--- src/sph_spiky_gradient_core_defines.svh ---
// ----------------------------------------------------------------------------
// Assertion macros for the spiky kernel gradient core
// Shared concurrent assertion forms, clocked on clk_i, disabled in reset.
// ----------------------------------------------------------------------------
`ifndef SPH_SPIKY_GRADIENT_CORE_DEFINES_SVH
`define SPH_SPIKY_GRADIENT_CORE_DEFINES_SVH

// Check that an antecedent implies a consequent in the same cycle.
`define SPG_ASSERT_IMPLIES(label, ante, cons, msg) \
  label: assert property (@(posedge clk_i) disable iff (!rst_ni) (ante) |-> (cons)) \
    else $error(msg);

// Check that a condition never holds.
`define SPG_ASSERT_NEVER(label, cond, msg) \
  label: assert property (@(posedge clk_i) disable iff (!rst_ni) !(cond)) \
    else $error(msg);

`endif

--- src/spg_pkg.sv ---
// ----------------------------------------------------------------------------
// spg_pkg
// Types and constants shared by the spiky kernel gradient core.
// ----------------------------------------------------------------------------
package spg_pkg;

  localparam int unsigned FracBitsDefault = 16;
  localparam int unsigned NumLanes        = 3;
  localparam int unsigned SepW            = 32;
  localparam int unsigned SqW             = 64;
  localparam int unsigned RootW           = 32;
  localparam int unsigned RadiusW         = 31;
  localparam int unsigned ScaleW          = 48;
  localparam int unsigned GradW           = 48;
  localparam int unsigned CfgIdxW         = 8;

  // Register indexes
  localparam logic [CfgIdxW-1:0] CfgKernelRadius = 8'd0;
  localparam logic [CfgIdxW-1:0] CfgKernelScale  = 8'd1;

  localparam logic [RadiusW-1:0] RadiusReset = 31'd65536;
  localparam logic [ScaleW-1:0]  ScaleReset  = 48'd938734;

  // Per-item data carried alongside the square root pipeline
  typedef struct packed {
    logic [NumLanes-1:0]           neg;
    logic [NumLanes-1:0][SepW-1:0] mag;
  } sqrt_sb_t;

endpackage

--- src/spg_isqrt.sv ---
// ----------------------------------------------------------------------------
// spg_isqrt
// Pipelined floor square root, one result bit per register stage.
// ----------------------------------------------------------------------------
module spg_isqrt #(
  parameter int unsigned SbW = 1
) (
  input  logic                      clk_i,
  input  logic                      rst_ni,
  input  logic                      valid_i,
  input  logic [spg_pkg::SqW-1:0]   rad_i,
  input  logic [SbW-1:0]            sb_i,
  output logic                      valid_o,
  output logic [spg_pkg::RootW-1:0] root_o,
  output logic [SbW-1:0]            sb_o
);

  localparam int unsigned Steps = spg_pkg::RootW;
  localparam int unsigned SqW   = spg_pkg::SqW;

  logic                 valid_q [Steps];
  logic [SqW-1:0]       rem_q   [Steps];
  logic [Steps-1:0]     root_q  [Steps];
  logic [SbW-1:0]       sb_q    [Steps];

  for (genvar k = 0; k < Steps; k++) begin : g_step
    localparam int unsigned B = Steps - 1 - k;
    logic             vin;
    logic [SqW-1:0]   rin;
    logic [Steps-1:0] oin;
    logic [SbW-1:0]   sin;
    logic [SqW-1:0]   trial;

    if (k == 0) begin : g_first
      assign vin = valid_i;
      assign rin = rad_i;
      assign oin = '0;
      assign sin = sb_i;
    end else begin : g_next
      assign vin = valid_q[k-1];
      assign rin = rem_q[k-1];
      assign oin = root_q[k-1];
      assign sin = sb_q[k-1];
    end

    // Trial value 2*root*2^B + 2^(2B) for the current bit
    assign trial = (SqW'(oin) << (B + 1)) | (SqW'(1) << (2 * B));

    // Advance valid
    always_ff @(posedge clk_i or negedge rst_ni) begin
      if (!rst_ni) begin
        valid_q[k] <= 1'b0;
      end else begin
        valid_q[k] <= vin;
      end
    end

    // Decide one root bit
    always_ff @(posedge clk_i) begin
      sb_q[k] <= sin;
      if (rin >= trial) begin
        rem_q[k]  <= rin - trial;
        root_q[k] <= oin | (Steps'(1) << B);
      end else begin
        rem_q[k]  <= rin;
        root_q[k] <= oin;
      end
    end
  end

  assign valid_o = valid_q[Steps-1];
  assign root_o  = root_q[Steps-1];
  assign sb_o    = sb_q[Steps-1];

endmodule

--- config.mk ---
export PLATFORM = sky130hd
export DESIGN_NAME = spg_isqrt
export DESIGN_NICKNAME = d
export VERILOG_FILES = /design/src/sph_spiky_gradient_core_defines.svh /design/src/spg_pkg.sv /design/src/spg_isqrt.sv
export SDC_FILE = /design/constraint.sdc
export NUM_CORES = 2
export LEC_CHECK = 0
export BUFFER_PORTS_ARGS = -buffer_cell sky130_fd_sc_hd__buf_2
export CAP_MARGIN = 10
export CORE_MARGIN = 10
export CORE_UTILIZATION = 30
export CTS_CLUSTER_DIAMETER = 80
export DETAILED_ROUTE_END_ITERATION = 6
export REMOVE_ABC_BUFFERS = 1
export SLEW_MARGIN = 20
export SYNTH_ARGS = -nofsm -noshare
export SYNTH_HDL_FRONTEND = slang
export SYNTH_SLANG_ARGS = --single-unit
--- constraint.sdc ---
create_clock -name clk_i -period 4.8 [get_ports clk_i]
set_input_delay 0.48 -clock clk_i [delete_from_list [all_inputs] [get_ports clk_i]]
set_output_delay 0.48 -clock clk_i [all_outputs]
set_load 0.005 [all_outputs]
* After elaboration in Yosys (flattened, before gate mapping) *
Memories as Yosys holds them, arrays and structs flattened.
Cells that the tools add are included.

cells by class
  bitwise logic cells = 64
  order comparisons = 32
  add/subtract/negate cells = 32
  multiplexer cells = 160

operator list
  cell              number
  $mux W64          32
  $mux W32          32
  $mux W1           96
  $ge A64 B33 Y1    1
  $ge A64 B34 Y1    1
  $ge A64 B35 Y1    1
  $ge A64 B36 Y1    1
  $ge A64 B37 Y1    1
  $ge A64 B38 Y1    1
  $ge A64 B39 Y1    1
  $ge A64 B40 Y1    1
  $ge A64 B41 Y1    1
  $ge A64 B42 Y1    1
  $ge A64 B43 Y1    1
  $ge A64 B44 Y1    1
  $ge A64 B45 Y1    1
  $ge A64 B46 Y1    1
  $ge A64 B47 Y1    1
  $ge A64 B48 Y1    1
  $ge A64 B49 Y1    1
  $ge A64 B50 Y1    1
  $ge A64 B51 Y1    1
  $ge A64 B52 Y1    1
  $ge A64 B53 Y1    1
  other kinds (44)  107

storage, ports and cells
  memories = 3
  register bits = 32
  memory bits (writable) = 3104
  logic and storage cells = 323
  output and inout bits = 34
  input port bits = 68

memory list
  memory  words  width  read ports  clocked after Yosys merged registers in  wr ports  RTL line         text
  rem_q   32     64     31          0                                        32        spg_isqrt.sv:22  logic [SqW-1:0] rem_q [Steps];
  root_q  32     32     32          0                                        32        spg_isqrt.sv:23  logic [Steps-1:0] root_q [Steps];
  sb_q    32     1      32          0                                        32        spg_isqrt.sv:24  logic [SbW-1:0] sb_q [Steps];

* Logic depth before layout (Yosys ltp) *
An unclocked memory read counts as a cell.

  depth in word-level cells = 5
  gate-level depth with buffers = 16
  mapped depth without buffers = 13

* Worst setup path after synthesis *
No wires, ideal clock.

  kind = register to register
  start point = memory root_q[1][399] (netlist name)
  end point = memory rem_q[29][63], in the netlist rem_q[7][127]
  setup time = 0.118 ns
  data required time = 4.682 ns
  path slack = 1.440 ns
  path buffers = 2
  arrival time = 3.242 ns
  cell stages (with the launch flop) = 15
  period minus slack after synthesis = 3.360 ns
  cells stage by stage = dfxtp_1 > inv_1 > ha_1 > clkbuf_1 > nand3_1 > or2_2 > or3_1 > nor3_1 > a21oi_1 > o211ai_1 > nand4_1 > or3_1 > clkbuf_1 > or4_1 > xnor2_1

RTL lines
  item                RTL line
  start: declaration  spg_isqrt.sv:23
  end: declaration    spg_isqrt.sv:22

==> results by stage <==
Pwr:
- In this run the power density over the cells is 603 nW/um^2.
- The total power after layout is 67.2 mW.
- In this run the static leakage power is 50.2 nW.
- Across the VDD grid, the largest voltage drop is 324 uV.

Logic synthesis:
- The unique cell type count in the Yosys netlist is 93.
- For this run, asynchronously set or reset flops after synthesis account for 1.24%.
- The number of warnings reported in the yosys synthesis log is 0.
- Ranked by total cell area, the synthesized netlist is headed by sky130_fd_sc_hd__dfxtp_1 53%, sky130_fd_sc_hd__ha_1 7.3%, sky130_fd_sc_hd__xnor2_1 4.1%.
- The synthesized netlist devotes 7.96% of its cell area to XOR and XNOR gates.
- For this run, the leading register cell type out of synthesis is sky130_fd_sc_hd__dfxtp_1.
- After synthesis, the share of cell area in mux cells is 1.23%.
- The simple logic cell fraction of the synthesized area is 14.7%.
- The dominant combinational cell family by area after synthesis is simple AND/OR/NAND/NOR gates.
- Counting flops with a built-in enable in the synthesized netlist gives 0.
- Sequential cells were found to cover 53.8% of the synthesized design area.
- The top-area cell type share of the netlist area is 52.9%.
- Synthesis inferred 2576 register bits.
- Summing every instance area after synthesis gives 96200 um^2.
- The post-synthesis adder-cell area fraction is 7.26%.
- The synthesized netlist devotes 11.4% of its cell area to compound gates.
- In this run the mean area of a mapped cell was 10.1 um^2.
- sky130_fd_sc_hd__dfxtp_1 takes more of the synthesized area than any other cell.
- Counting every instance in the synthesized netlist gives 9550.

Finish:
- In the layout the commonest cells are 2544 x sky130_fd_sc_hd__dfxtp_1, 708 x sky130_fd_sc_hd__inv_1, 620 x sky130_fd_sc_hd__nor2_1, 598 x sky130_fd_sc_hd__nand2_1, 583 x sky130_fd_sc_hd__a21oi_1.
- For this run, the share of the core covered by cells in the final layout is 35.0%.
- The number of nets at the end of the flow is 10480.
- The share of cells above drive strength 1 is 7.57%.
- Compared with the post-synthesis result, the final layout area differs by 15.9%.
- The most frequent standard cell in the layout excluding fill and tap cells is sky130_fd_sc_hd__dfxtp_1.
- The finished cells cover 112000 um^2.

Routing:
- The first routing iteration left 4208 violations.
- The post-detailed-route DRC marker count is 0.
- After detailed routing, the average wire length per cell comes to 16.3 um.
- The final layout contains routed wiring with a total length of 232000 um.
- The count of vias placed by the detailed router is 66624.
- The routed length on met3 is 10400 um.
- The routed length on met2 is 108000 um.
- Signal routing reaches up to met4.
- The detail-routed via count per cell is 4.68.
- The number of search-and-repair iterations in the first detailed-routing pass is 6.
- The post-route antenna net violation count is 0.
- The routed metal-1 wirelength is 106000 um.

Placement:
- The global placer's final weighted congestion is 0.905.
- The placed instances occupy a cell area of 102000 um^2.
- The number of buffers inserted by port buffering is 101.
- The placed wire-length estimate after detailed placement is 181000 um.

STA:
- The final hold violation count is 0.
- The actual slew at the worst max-slew pin is 1.00 ns.
- Subtracting the final worst setup slack from the clock period gives 4.40 ns.
- The worst-case clock skew is 0.0805 ns.
- Summed over all failing endpoints, the final setup total negative slack is 0 ns.
- Hold timing on the final database bottoms out at a slack of 0.215 ns.
- The headroom to the max-slew limit is 32.3%.
- In the finished design, the share of the clock period the worst path needs comes to 91.6%.
- Static timing analysis puts the maximum clock frequency at 227 MHz.
- Setup violations remaining at the end of the flow were counted as 0.
- The max-slew violation count came to 0.
- Setup repair after global routing left no endpoint under its margin.

Setup path:
- By startpoint and endpoint, the worst setup path is classified as reg2reg.
- The worst setup path is launched from a register.
- Data on the critical path is required at its endpoint by 5.54 ns.
- The number of buffers and inverters on the critical path is 1.
- STA classifies the critical path endpoint as a register.
- Among all stages on the critical path, the largest delay is contributed by sky130_fd_sc_hd__nor4_2.
- The kind of cell with the highest combined delay on the critical path is simple AND/OR/NAND/NOR gates.
- The worst path arrival time is 5.13 ns.
- In this run the worst path has a maximum fanout of 9.
- The cell that appears most often on the critical path is sky130_fd_sc_hd__nand4_1.
- Traced cell by cell, the critical path runs through inv_1, ha_1, nor4bb_1, nand4_1, nor4_2, a211o_1, nand2b_1, o21bai_4, a21boi_1, nand4_1, nor4_1, xor2_1.
- In this design, the stage delay of the slowest critical-path cell is 0.80 ns.
- The setup check on the worst reg-to-reg path leaves a slack of 0.40 ns.

Floorplan:
- The initial standard-cell utilization of the core is 30.2%.
- The floorplan step defined a core boundary enclosing 319000 um^2.
- The total I/O pin count is 102.
- The vertical die dimension is 586 um.
- Measured along the x axis, the die boundary spans 586 um.
- The floorplan row count is 207.
- The total die area is 344000 um^2.

Global routing:
- The first global-routing pass estimated 366000 um of wire.
- The via count of the first global-routing pass is 65978.
- The maximum number of pins on one net before global-route repair is 55.
- After global routing the overflow that remains totals 0.
- Global routing used 13.0% of the available tracks.
- The initial antenna violation count is 10.

Run:
- The max-capacitance violation count is 0.

Clock network:
- The CTS buffer count is 266.
- The number of buffers on the longest clock path is 4.
- The number of cells upsized or downsized after cts is 0.
- For the worst-skew pair, the clock arrives at the later sink with an insertion delay of 0.86 ns.
- The H-tree level count is 5.
- The clock-pin slew of the registers on the worst-case setup and hold paths is 0.06 ns.
- TritonCTS built the clock tree.
- The root buffer cell is sky130_fd_sc_hd__clkbuf_16.
- The count of clock tree sinks is 2576.

Hold path:
- The path class of the lowest-slack min-delay path is in2async.

Status:
- The flow ran to the end, and the final reports show no timing, DRC or antenna violations.
## stage by stage
| step | instances | setup WS [ns] |
|---|---|---|
| detailed placement | 13698 | 0.424 |
| CTS | 14231 | 0.408 |
| floorplan | 9359 | -3.04 |
| finish | 14237 | 0.403 |
| global placement | 13698 | 0.108 |
| global route | 14233 | 0.135 |
## timing repair
item	in CTS	in global routing
setup buffers	0	0
endpoints found under the hold margin	99	0
hold buffers	68	0
endpoints found under the setup margin	0	0
## registers in the layout, summed over array words and instances, names as in the netlist
name,flops
root_q,528
g_step.vin,31
sb_q,32
valid_o,1
rem_q,1984
## cell usage after synthesis (all sizes together), types with 19 or more instances
library cell	number
nor4b	48
a31oi	52
inv	710
ha	558
a21o	238
a21boi	28
a2111oi	28
o21a	100
a211oi	50
or3	113
and4	23
nand4	159
and2	23
xnor2	450
o21ai	413
nor2b	72
nor2	620
or2	40
o211ai	34
clkbuf	159
or4	59
mux2	96
buf	32
nand2b	104
nor3b	19
o21bai	51
and3	43
dfxtp	2544
xor2	424
dfrtp	32
nor4	342
nand3b	32
a21oi	585
nor3	270
nand2	599
nand3	157
o31ai	35
## final timing paths
kind                           startpoint             to  cells after the start
max reg2reg                root_q[1][382]   rem_q[7][61]                     12
max in group asynchronous          rst_ni  g_step[9].vin                      2
min in group clk_i              rad_i[50]   rem_q[0][50]                      2
min                                rst_ni  g_step[1].vin                      2
max                        root_q[1][382]   rem_q[7][61]                     12
min reg2reg                 rem_q[5][134]  rem_q[5][198]                      0
## report_power, final
part,switching (mW),internal (mW)
Clock,8.54,12.7
Combinational,8.66,6.87
Sequential,4.28,26.1
Total,21.5,45.7
## final cells by class
class / count / area, um^2
clock buffers: 355 / 7540
well taps: 4180 / 5230
diodes: 6 / 15.0
inverters: 711 / 2670
flip-flops and latches: 2576 / 51700
fillers: 31844 / 207000
repair buffers: 227 / 1620
clock inverters: 110 / 1600
multi-input cells: 6072 / 41100
## layer usage
layer / up-vias / GRT usage (%)
met5: - / 0
met4: 0 / 4.25
met3: 385 / 1.81
met2: 1385 / 22.3
met1: 30993 / 16.8
li1: 33861 / -
## worst reg2reg max path: cells and delay by family, from the launching register on
family                     cells  cell delay, ns
buffers and inverters          1            0.04
adders and majority gates      1            0.43
DFF                            1            0.32
and+or+nand+nor                6            2.55
xor gates and xnor gates       1            0.21
AOI/OAI and AO/OA              3            0.77
## logic make-up after synthesis
logic type | Yosys count
DFF | 2576
buffers and inverters | 902
AOI/OAI and AO/OA | 1769
muxes | 106
and+or+nand+nor | 2765
adders and majority gates | 558
xor gates and xnor gates | 874
Power figures use the tool's default switching activity.
